===== src/rtl/scm_pkg.sv =====
package scm_pkg;

  // Pi in Q62, the source of every angle-format constant.
  localparam logic [63:0] PI_Q62 = 64'hC90FDAA22168C235;

  // Fraction bits of the series magnitudes and the shift used with reciprocals.
  localparam int SER_FRAC  = 60;
  localparam int RCP_SHIFT = 63;

  // Reduction register: one integer bit more than the cosine shift needs.
  localparam int RED_W = 34;

  // Largest term count that the reciprocal table serves.
  localparam int MAX_TERMS = 16;
  localparam int RCP_IDX_W = $clog2(MAX_TERMS);

  // Rounded reciprocals round(2^63 / ((2i)(2i+1))). Entry zero is never used.
  localparam logic [63:0] RECIP [MAX_TERMS] = '{
    64'd0,
    (64'h8000000000000000 + 64'd3) / 64'd6,
    (64'h8000000000000000 + 64'd10) / 64'd20,
    (64'h8000000000000000 + 64'd21) / 64'd42,
    (64'h8000000000000000 + 64'd36) / 64'd72,
    (64'h8000000000000000 + 64'd55) / 64'd110,
    (64'h8000000000000000 + 64'd78) / 64'd156,
    (64'h8000000000000000 + 64'd105) / 64'd210,
    (64'h8000000000000000 + 64'd136) / 64'd272,
    (64'h8000000000000000 + 64'd171) / 64'd342,
    (64'h8000000000000000 + 64'd210) / 64'd420,
    (64'h8000000000000000 + 64'd253) / 64'd506,
    (64'h8000000000000000 + 64'd300) / 64'd600,
    (64'h8000000000000000 + 64'd351) / 64'd702,
    (64'h8000000000000000 + 64'd406) / 64'd812,
    (64'h8000000000000000 + 64'd465) / 64'd930
  };

  // Controller states.
  typedef enum logic [3:0] {
    ST_IDLE,
    ST_REDUCE,
    ST_MAG,
    ST_SQ_GO,
    ST_SQ_WAIT,
    ST_RCP_GO,
    ST_RCP_WAIT,
    ST_X2_GO,
    ST_X2_WAIT,
    ST_FINISH
  } state_t;

  // Operand selection of the shared multiplier.
  typedef enum logic [1:0] {
    MUL_SQ,
    MUL_RCP,
    MUL_X2
  } mul_op_t;

  // Commands from the controller to the datapath.
  typedef struct packed {
    logic                 load;
    logic                 red_step;
    logic                 mag_load;
    logic                 mul_start;
    mul_op_t              mul_op;
    logic [RCP_IDX_W-1:0] rcp_idx;
    logic                 wr_x2;
    logic                 wr_term;
    logic                 acc_term;
    logic                 out_load;
  } dp_cmd_t;

  // Status from the datapath to the controller.
  typedef struct packed {
    logic red_done;
    logic mul_busy;
    logic mul_done;
  } dp_sts_t;

endpackage


===== src/rtl/scm_if.sv =====
// Input channel: selector and angle.
interface scm_in_if;
  logic               valid;
  logic               ready;
  logic               kind;
  logic signed [31:0] angle;

  modport source (output valid, output kind, output angle, input ready);
  modport sink (input valid, input kind, input angle, output ready);
endinterface

// Output channel: series value.
interface scm_out_if;
  logic               valid;
  logic               ready;
  logic signed [31:0] value;

  modport source (output valid, output value, input ready);
  modport sink (input valid, input value, output ready);
endinterface


===== src/rtl/scm_mul.sv =====
module scm_mul
  import scm_pkg::*;
(
  input  logic        clk,
  input  logic        rst,
  input  logic        start,
  input  logic [63:0] a,
  input  logic [63:0] b,
  input  logic        rcp,
  output logic        busy,
  output logic        done,
  output logic [63:0] res
);

  localparam int MUL_STEPS = 4;
  localparam int ACC_W     = 128;
  localparam int CNT_W     = $clog2(MUL_STEPS + 1);

  localparam logic [ACC_W-1:0] RND_Q60 = ACC_W'(1) << (SER_FRAC - 1);
  localparam logic [ACC_W-1:0] RND_RCP = ACC_W'(1) << (RCP_SHIFT - 1);

  logic [CNT_W-1:0] cnt;
  logic [63:0]      a_r;
  logic [63:0]      b_r;
  logic             rcp_r;
  logic [63:0]      pp;
  logic [1:0]       pp_off;
  logic [ACC_W-1:0] acc;
  logic [31:0]      a_part;
  logic [31:0]      b_part;
  logic [1:0]       off;

  // Quarter selection: low-low, low-high, high-low, high-high.
  assign a_part = cnt[1] ? a_r[63:32] : a_r[31:0];
  assign b_part = cnt[0] ? b_r[63:32] : b_r[31:0];
  assign off    = {cnt[1] & cnt[0], cnt[1] ^ cnt[0]};

  // Step control: four partial products, then a final step that adds the last.
  always_ff @(posedge clk) begin
    if (rst) begin
      busy <= 1'b0;
      done <= 1'b0;
      cnt  <= '0;
    end else begin
      done <= 1'b0;
      if (start) begin
        busy <= 1'b1;
        cnt  <= '0;
      end else if (busy) begin
        cnt <= cnt + 1'b1;
        if (cnt == CNT_W'(MUL_STEPS)) begin
          busy <= 1'b0;
          done <= 1'b1;
        end
      end
    end
  end

  // The accumulator starts at the rounding constant, so the sum needs no final add.
  always_ff @(posedge clk) begin
    if (start) begin
      a_r   <= a;
      b_r   <= b;
      rcp_r <= rcp;
      acc   <= rcp ? RND_RCP : RND_Q60;
    end else if (busy) begin
      if (cnt != CNT_W'(MUL_STEPS)) begin
        pp     <= a_part * b_part;
        pp_off <= off;
      end
      if (cnt != '0) begin
        acc <= acc + (ACC_W'(pp) << {pp_off, 5'b00000});
      end
    end
  end

  assign res = rcp_r ? acc[RCP_SHIFT+63:RCP_SHIFT] : acc[SER_FRAC+63:SER_FRAC];

endmodule


===== src/rtl/scm_datapath.sv =====
module scm_datapath
  import scm_pkg::*;
#(
  parameter int ANGLE_FRAC_BITS = 26
) (
  input  logic               clk,
  input  logic               rst,
  input  logic               kind,
  input  logic signed [31:0] angle,
  input  dp_cmd_t            cmd,
  output dp_sts_t            sts,
  output logic signed [31:0] value
);

  // Angle-format constants, rounded half up from the Q62 pi.
  localparam int SH_PI  = 62 - ANGLE_FRAC_BITS;
  localparam int SH_HP  = 63 - ANGLE_FRAC_BITS;
  localparam int MAG_SH = SER_FRAC - ANGLE_FRAC_BITS;
  localparam logic [64:0] PI_FULL =
    ({1'b0, PI_Q62} + (65'd1 << (SH_PI - 1))) >> SH_PI;
  localparam logic [64:0] HP_FULL =
    ({1'b0, PI_Q62} + (65'd1 << (SH_HP - 1))) >> SH_HP;
  localparam logic signed [RED_W-1:0] PI_A     = $signed(PI_FULL[RED_W-1:0]);
  localparam logic signed [RED_W-1:0] HALF_PI_A = $signed(HP_FULL[RED_W-1:0]);
  localparam logic signed [RED_W-1:0] TWO_PI_A = PI_A + PI_A;

  logic signed [RED_W-1:0] x;
  logic [63:0]             mag;
  logic [63:0]             x2;
  logic [63:0]             term;
  logic                    tneg;
  logic signed [63:0]      sum;
  logic                    x_hi;
  logic                    x_lo;
  logic [RED_W-1:0]        xabs;
  logic [63:0]             mag_w;
  logic [63:0]             mul_a;
  logic [63:0]             mul_b;
  logic [63:0]             mul_res;
  logic                    mul_busy;
  logic                    mul_done;
  logic [63:0]             biased;
  logic signed [33:0]      res34;
  logic signed [31:0]      sat;

  // Range tests for the whole-turn reduction.
  assign x_hi = x > PI_A;
  assign x_lo = x < -PI_A;

  // Magnitude of the reduced angle, moved into Q60.
  assign xabs  = x[RED_W-1] ? RED_W'(-x) : RED_W'(x);
  assign mag_w = 64'(xabs) << MAG_SH;

  // Operands of the shared multiplier.
  always_comb begin
    case (cmd.mul_op)
      MUL_SQ: begin
        mul_a = mag;
        mul_b = mag;
      end
      MUL_RCP: begin
        mul_a = term;
        mul_b = RECIP[cmd.rcp_idx];
      end
      MUL_X2: begin
        mul_a = term;
        mul_b = x2;
      end
      default: begin
        mul_a = term;
        mul_b = x2;
      end
    endcase
  end

  scm_mul u_mul (
    .clk   (clk),
    .rst   (rst),
    .start (cmd.mul_start),
    .a     (mul_a),
    .b     (mul_b),
    .rcp   (cmd.mul_op == MUL_RCP),
    .busy  (mul_busy),
    .done  (mul_done),
    .res   (mul_res)
  );

  // Rounding to Q2.30 through a biased unsigned shift, then saturation.
  assign biased = 64'(sum) + 64'h8000_0000_2000_0000;
  assign res34  = $signed({~biased[63], biased[62:30]});
  always_comb begin
    if (res34[33:31] == 3'b000 || res34[33:31] == 3'b111) begin
      sat = res34[31:0];
    end else if (res34[33]) begin
      sat = 32'sh8000_0000;
    end else begin
      sat = 32'sh7FFF_FFFF;
    end
  end

  // Working registers.
  always_ff @(posedge clk) begin
    if (cmd.load) begin
      x <= RED_W'(angle) + (kind ? HALF_PI_A : RED_W'(0));
    end else if (cmd.red_step) begin
      if (x_hi) begin
        x <= x - TWO_PI_A;
      end else if (x_lo) begin
        x <= x + TWO_PI_A;
      end
    end
    if (cmd.mag_load) begin
      mag  <= mag_w;
      term <= mag_w;
      tneg <= x[RED_W-1];
      sum  <= x[RED_W-1] ? -$signed(mag_w) : $signed(mag_w);
    end
    if (cmd.wr_x2) begin
      x2 <= mul_res;
    end
    if (cmd.wr_term || cmd.acc_term) begin
      term <= mul_res;
    end
    if (cmd.acc_term) begin
      tneg <= ~tneg;
      sum  <= tneg ? sum + $signed(mul_res) : sum - $signed(mul_res);
    end
    if (cmd.out_load) begin
      value <= sat;
    end
  end

  assign sts.red_done = ~x_hi & ~x_lo;
  assign sts.mul_busy = mul_busy;
  assign sts.mul_done = mul_done;

endmodule


===== src/rtl/scm_ctrl.sv =====
module scm_ctrl
  import scm_pkg::*;
#(
  parameter int TERMS = 10
) (
  input  logic    clk,
  input  logic    rst,
  input  logic    in_valid,
  output logic    in_ready,
  output logic    out_valid,
  input  logic    out_ready,
  input  dp_sts_t sts,
  output dp_cmd_t cmd
);

  localparam int IDX_W = $clog2(TERMS);

  state_t           state;
  state_t           state_next;
  logic [IDX_W-1:0] idx;
  logic [IDX_W-1:0] idx_next;
  logic             out_valid_next;

  // State, term index and output flag.
  always_ff @(posedge clk) begin
    if (rst) begin
      state     <= ST_IDLE;
      idx       <= '0;
      out_valid <= 1'b0;
    end else begin
      state     <= state_next;
      idx       <= idx_next;
      out_valid <= out_valid_next;
    end
  end

  // Next state and datapath commands.
  always_comb begin
    state_next   = state;
    idx_next     = idx;
    in_ready     = 1'b0;
    cmd          = '0;
    cmd.mul_op   = MUL_SQ;
    cmd.rcp_idx  = RCP_IDX_W'(idx);
    case (state)
      ST_IDLE: begin
        in_ready = 1'b1;
        if (in_valid) begin
          cmd.load   = 1'b1;
          state_next = ST_REDUCE;
        end
      end
      ST_REDUCE: begin
        cmd.red_step = 1'b1;
        if (sts.red_done) begin
          state_next = ST_MAG;
        end
      end
      ST_MAG: begin
        cmd.mag_load = 1'b1;
        idx_next     = IDX_W'(1);
        state_next   = ST_SQ_GO;
      end
      ST_SQ_GO: begin
        cmd.mul_start = 1'b1;
        state_next    = ST_SQ_WAIT;
      end
      ST_SQ_WAIT: begin
        if (sts.mul_done) begin
          cmd.wr_x2  = 1'b1;
          state_next = ST_RCP_GO;
        end
      end
      ST_RCP_GO: begin
        cmd.mul_op    = MUL_RCP;
        cmd.mul_start = 1'b1;
        state_next    = ST_RCP_WAIT;
      end
      ST_RCP_WAIT: begin
        cmd.mul_op = MUL_RCP;
        if (sts.mul_done) begin
          cmd.wr_term = 1'b1;
          state_next  = ST_X2_GO;
        end
      end
      ST_X2_GO: begin
        cmd.mul_op    = MUL_X2;
        cmd.mul_start = 1'b1;
        state_next    = ST_X2_WAIT;
      end
      ST_X2_WAIT: begin
        cmd.mul_op = MUL_X2;
        if (sts.mul_done) begin
          cmd.acc_term = 1'b1;
          if (idx == IDX_W'(TERMS - 1)) begin
            state_next = ST_FINISH;
          end else begin
            idx_next   = idx + 1'b1;
            state_next = ST_RCP_GO;
          end
        end
      end
      ST_FINISH: begin
        // Wait here only while the previous result has not been taken.
        if (!out_valid || out_ready) begin
          cmd.out_load = 1'b1;
          state_next   = ST_IDLE;
        end
      end
      default: begin
        state_next = ST_IDLE;
      end
    endcase
  end

  // Output register flag.
  always_comb begin
    out_valid_next = out_valid;
    if (cmd.out_load) begin
      out_valid_next = 1'b1;
    end else if (out_valid && out_ready) begin
      out_valid_next = 1'b0;
    end
  end

endmodule


===== src/rtl/sine_cosine_maclaurin.sv =====
// Fixed-point sine and cosine by a truncated Maclaurin series.
//
// Input channel in_ch carries a selector (kind: 0 sine, 1 cosine) and a signed
// angle in radians with ANGLE_FRAC_BITS fraction bits. Output channel out_ch
// carries one signed Q2.30 value for every input beat, in order.
//
// An input beat is taken only while the block is idle. The angle is first
// brought into range by one whole turn of 2*pi per cycle (R turns, at most five
// at the default format), then TERMS-1 series terms are formed, each needing
// two products on one shared 64-by-64 multiplier that works through four
// 32-by-32 partial products. The block takes no new input beat until the
// result of the last one has been loaded into the output register.
//
// The result sits in an output register, so the next input beat is taken
// while the previous result waits; if the receiver still stalls when the next
// result is ready, the block holds it internally until the register frees.
// A synchronous reset returns the controller to idle and empties the output.
module sine_cosine_maclaurin
  import scm_pkg::*;
#(
  parameter int TERMS           = 10,
  parameter int ANGLE_FRAC_BITS = 26
) (
  input  logic      clk,
  input  logic      rst,
  scm_in_if.sink    in_ch,
  scm_out_if.source out_ch
);

  dp_cmd_t cmd;
  dp_sts_t sts;

  scm_ctrl #(
    .TERMS (TERMS)
  ) u_ctrl (
    .clk       (clk),
    .rst       (rst),
    .in_valid  (in_ch.valid),
    .in_ready  (in_ch.ready),
    .out_valid (out_ch.valid),
    .out_ready (out_ch.ready),
    .sts       (sts),
    .cmd       (cmd)
  );

  scm_datapath #(
    .ANGLE_FRAC_BITS (ANGLE_FRAC_BITS)
  ) u_datapath (
    .clk   (clk),
    .rst   (rst),
    .kind  (in_ch.kind),
    .angle (in_ch.angle),
    .cmd   (cmd),
    .sts   (sts),
    .value (out_ch.value)
  );

  // The multiplier is never restarted while a product is in flight.
  a_start_idle: assert property (@(posedge clk) disable iff (rst)
    cmd.mul_start |-> !sts.mul_busy)
    else $error("multiplier started while busy");

  // Terms are written only from a finished product.
  a_term_done: assert property (@(posedge clk) disable iff (rst)
    (cmd.wr_term || cmd.acc_term || cmd.wr_x2) |-> sts.mul_done)
    else $error("term written without a finished product");

  // An accepted beat closes the input until its work is done.
  a_accept_busy: assert property (@(posedge clk) disable iff (rst)
    (in_ch.valid && in_ch.ready) |=> !in_ch.ready)
    else $error("input reopened straight after a beat");

  // A new result never overwrites one that has not been taken.
  a_no_overwrite: assert property (@(posedge clk) disable iff (rst)
    cmd.out_load |-> (!out_ch.valid || out_ch.ready))
    else $error("output register overwritten");

endmodule

===== src/flat_wrapper.sv =====
// flat-port wrapper written by rule: the top's interface ports become plain ports
module sine_cosine_maclaurin_flat import scm_pkg::*;
#(
  parameter int TERMS           = 10,
  parameter int ANGLE_FRAC_BITS = 26
)
  (clk, rst, in_ch_valid, in_ch_kind, in_ch_angle, in_ch_ready, out_ch_valid, out_ch_value, out_ch_ready);
  scm_in_if in_ch_i ();
  scm_out_if out_ch_i ();
  input  logic clk;
  input  logic rst;
  input wire logic [$bits(in_ch_i.valid)-1:0] in_ch_valid;
  input wire logic [$bits(in_ch_i.kind)-1:0] in_ch_kind;
  input wire logic [$bits(in_ch_i.angle)-1:0] in_ch_angle;
  output wire logic [$bits(in_ch_i.ready)-1:0] in_ch_ready;
  output wire logic [$bits(out_ch_i.valid)-1:0] out_ch_valid;
  output wire logic [$bits(out_ch_i.value)-1:0] out_ch_value;
  input wire logic [$bits(out_ch_i.ready)-1:0] out_ch_ready;
  assign in_ch_i.valid = in_ch_valid;
  assign in_ch_i.kind = in_ch_kind;
  assign in_ch_i.angle = in_ch_angle;
  assign in_ch_ready = in_ch_i.ready;
  assign out_ch_valid = out_ch_i.valid;
  assign out_ch_value = out_ch_i.value;
  assign out_ch_i.ready = out_ch_ready;
  sine_cosine_maclaurin #(.TERMS(TERMS), .ANGLE_FRAC_BITS(ANGLE_FRAC_BITS)) u_core (.clk(clk), .rst(rst), .in_ch(in_ch_i), .out_ch(out_ch_i));
endmodule

===== config.mk =====
export PLATFORM = sky130hd
export DESIGN_NAME = sine_cosine_maclaurin_flat
export DESIGN_NICKNAME = d
export VERILOG_FILES = /design/src/rtl/scm_pkg.sv /design/src/rtl/scm_if.sv /design/src/rtl/scm_mul.sv /design/src/rtl/scm_datapath.sv /design/src/rtl/scm_ctrl.sv /design/src/rtl/sine_cosine_maclaurin.sv /design/src/flat_wrapper.sv
export SDC_FILE = /design/constraint.sdc
export NUM_CORES = 2
export LEC_CHECK = 0
export BUFFER_PORTS_ARGS = -buffer_cell sky130_fd_sc_hd__clkbuf_2
export CORE_AREA = 2 2 440 442
export DETAILED_ROUTE_END_ITERATION = 10
export DIE_AREA = 0 0 442 444
export GPL_ROUTABILITY_DRIVEN = 0
export GPL_TIMING_DRIVEN = 0
export HOLD_SLACK_MARGIN = 0.02
export PLACE_DENSITY = 0.64
export SKIP_LAST_GASP = 1
export SYNTH_ARGS = -nofsm -noshare
export SYNTH_HDL_FRONTEND = slang
export SYNTH_SLANG_ARGS = --single-unit

===== constraint.sdc =====
create_clock -name clk -period 10.5 [get_ports clk]
set_input_delay 0.525 -clock clk [delete_from_list [all_inputs] [get_ports clk]]
set_output_delay 0.525 -clock clk [all_outputs]
set_load 0.02 [all_outputs]

==> impl_metrics.env <==
export IMPL_status="completed"
export IMPL_num_vias=66219
export IMPL_synth_area_top_cells="edfxtp_1, fa_1, ha_1, nor2_1, inv_1"
export IMPL_multi_input_area_sq_mm=0.0527
export IMPL_die_y_microns=444
export IMPL_post_route_period_util_pct=99.3
export IMPL_skew_ns=0.0672
export IMPL_coreArea_sq_mm=0.192
export IMPL_slew_limit_headroom_pct=4.71
export IMPL_synth_top_area_cell="edfxtp_1"
export IMPL_final_nets=10079
export IMPL_worstSetupEndpointType="flop"
export IMPL_io_pins=71
export IMPL_wirelength_mm=282
export IMPL_ys_warn_count=0
export IMPL_die_w_microns=442
export IMPL_min_period_ns=10.43
export IMPL_seq_area_sq_mm=0.0186
export IMPL_drv_slew=0
export IMPL_grt_usage_pct=28.1
export IMPL_ys_seq_elements=625
export IMPL_syn_area_sq_mm=0.0764
export IMPL_drt_pass1_iterations=10
export IMPL_hpwlAfterDp_mm=226
export IMPL_ys_flop_type="edfxtp_1"
export IMPL_io_buffer_count=70
export IMPL_synth_top_area_share_pct=24.0
export IMPL_placed_cell_area_sq_mm=0.0802
export IMPL_fmax_mhz=95.9
export IMPL_grt_start_max_net_pins=68
export IMPL_final_common_cell="nor2_1"
export IMPL_grt_ovfl_total=0
export IMPL_ys_types=83
export IMPL_cts_tree="built"
export IMPL_clk_path_buf_depth=3
export IMPL_area_delta_synth_final_pct=9.46
export IMPL_numCtsBuffers=75
export IMPL_clock_sinks=625
export IMPL_fill_cells=18514
export IMPL_antenna_found_initial=13
export IMPL_syn_inst=8465
export IMPL_hold_class="primary input to flop"
export IMPL_critPathMaxFanout=10
export IMPL_yosysSeqAreaShare_pct=24.4
export IMPL_worst_ep_arrival_time_ns=10.90
export IMPL_cts_root_buffer="clkbuf_16"
export IMPL_drive_above_1_share_pct=5.61
export IMPL_async_reset_ff_share_pct=0
export IMPL_worst_slew_pin_transition_ns=1.39
export IMPL_rows=161
export IMPL_max_cap_violations=0
export IMPL_dieArea_sq_mm=0.196
export IMPL_clock_latency_ns=0.70
export IMPL_vias_per_cell=5.90
export IMPL_final_area_sq_mm=0.0836
export IMPL_syn_nets=9912
export IMPL_mostFrequentLayoutCells="nor2_1, inv_1, nand2_1, fa_1, edfxtp_1"
export IMPL_grt_pass1_wl_mm=412
export IMPL_start_util_pct=39.9
export IMPL_cts_hold_buf=0
export IMPL_synth_edff_count=611
export IMPL_grt_pass1_vias=64692
export IMPL_criticalPathCategory="flop to flop"
export IMPL_setup_viol=0
export IMPL_syn_area_per_cell_sq_um=9.02
export IMPL_drc=0
export IMPL_first_iter_violations=8816
export IMPL_htreeDepth=3
export IMPL_wl_per_cell_microns=25.1
export IMPL_crit_required_ns=10.98
export IMPL_startpoint_type="flop"
export IMPL_finalHoldViolations=0
export IMPL_ant_nets=0
export IMPL_path_clk_slew_ns=0.06
==> metrics by stage <==
step | TNS, ns | std cells | hold slack, ns | setup WS [ns] | utilization, %
after floorplan | 0 | 8465 | 0.424 | 0.822 | -
after global placement | -464.88 | 11061 | 0.503 | -6.65 | 41.7
after detailed placement | -27.30 | 11076 | 0.502 | -2.07 | 41.9
after CTS | 0 | 11209 | 0.211 | 0.00654 | 43.5
after global routing | -0.0720 | 11219 | 0.236 | -0.0720 | 43.6
final | 0 | 11224 | 0.240 | 0.0722 | 43.6
==> worst max-delay path, cell delays in order (launching register included) <==
cell and delay [ns]:
dfxtp_1 0.40, clkbuf_1 0.61, mux2i_4 0.68, clkbuf_2 0.52, nor2_1 0.15, fa_1 0.58
inv_1 0.06, fa_1 0.53, inv_1 0.05, fa_1 0.48, fa_1 0.60, fa_1 0.44
fa_1 0.47, fa_1 0.60, fa_1 0.53, ha_1 0.49, nand2_1 0.11, o21ai_0 0.41
and4b_1 0.31, a32o_1 0.26, a2111oi_4 0.55, a31oi_1 0.36, o21ai_1 0.22, nand2_1 0.13
o41a_1 0.44, xnor2_1 0.27
==> final cells by class <==
cell class | count | area share (%)
multi-input cells | 6376 | 63.1
flip-flops and latches | 625 | 22.3
inverters | 1048 | 4.71
well taps | 2526 | 3.78
clock buffers | 97 | 2.42
plain buffers | 404 | 2.02
repair buffers | 102 | 0.973
clock inverters | 41 | 0.753
diodes | 5 | 0.0150
==> registers in the layout, indices dropped and copies added (netlist names) <==
name	cells
u_core.u_datapath.u_mul.acc	127
u_core.u_datapath.sum	64
u_core.u_datapath.term	64
u_core.u_datapath.u_mul.a_r	64
u_core.u_datapath.u_mul.b_r	64
u_core.u_datapath.u_mul.pp	64
u_core.u_datapath.x2	64
u_core.u_datapath.x	34
u_core.u_datapath.value	32
u_core.u_datapath.mag	30
u_core.u_ctrl.idx	4
u_core.u_ctrl.state	4
u_core.u_datapath.u_mul.cnt	3
u_core.u_datapath.u_mul.pp_off	2
u_core.u_ctrl.out_valid	1
u_core.u_datapath.tneg	1
u_core.u_datapath.u_mul.busy	1
u_core.u_datapath.u_mul.done	1
u_core.u_datapath.u_mul.rcp_r	1
==> repair_timing <==
action	in CTS	in global routing
gates resized for setup	127	54
buffers inserted	0	17
setup endpoints to repair	31	7
hold endpoints to repair	0	0
pin swaps	0	0
==> layer usage <==
layer | wire length, microns | up-vias | GRT usage [%]
li1 | - | 28505 | -
met1 | 105000 | 32465 | 35.9
met2 | 120000 | 4310 | 41.9
met3 | 35400 | 929 | 7.75
met4 | 21600 | 10 | 18.1
met5 | 148 | - | 0
==> cell usage after synthesis (67+ instances only) <==
cell type and count:
nor2b_1 86, fa_1 899, a21oi_1 502, mux2i_1 161
o21ai_0 355, and2_1 109, nand4_1 110, xor2_1 144
o21bai_1 80, xnor2_1 298, edfxtp_1 611, a31oi_1 70
nand2_1 936, ha_1 511, nor3_1 111, nor2_1 1130
clkbuf_1 378, a21o_1 163, mux2_2 67, inv_1 1047
nand3_1 87
==> final timing paths <==
check / startpoint / end / slack [ns] / cells past startpoint
worst max-delay path: u_core.u_datapath.u_mul.cnt[1]$_SDFFE_PP0P_ / u_core.u_datapath.u_mul.pp[63]$_DFFE_PP_ / 0.07 / 25
worst min-delay path: in_ch_angle[18] / u_core.u_datapath.x[18]$_DFFE_PP_ / 0.24 / 3
worst max register to register: u_core.u_datapath.u_mul.cnt[1]$_SDFFE_PP0P_ / u_core.u_datapath.u_mul.pp[63]$_DFFE_PP_ / 0.07 / 25
worst min register to register: u_core.u_datapath.term[5]$_SDFFCE_PP0P_ / u_core.u_datapath.u_mul.a_r[5]$_SDFFCE_PP0P_ / 0.51 / 1
==> cells by family after synthesis <==
logic type / after synthesis / synth area share [%]
flip-flops: 625 / 24.4
multiplexers: 228 / 3.10
XOR/XNOR: 442 / 5.07
AO/OA/AOI/OAI: 1512 / 12.3
buffers and inverters: 1464 / 7.24
AND/OR/NAND/NOR: 2784 / 15.9
adder cells (fa/ha/maj): 1410 / 31.9
Power is not shown: default switching activity piles up to over one toggle a cycle in this logic, so the estimate is an artifact.
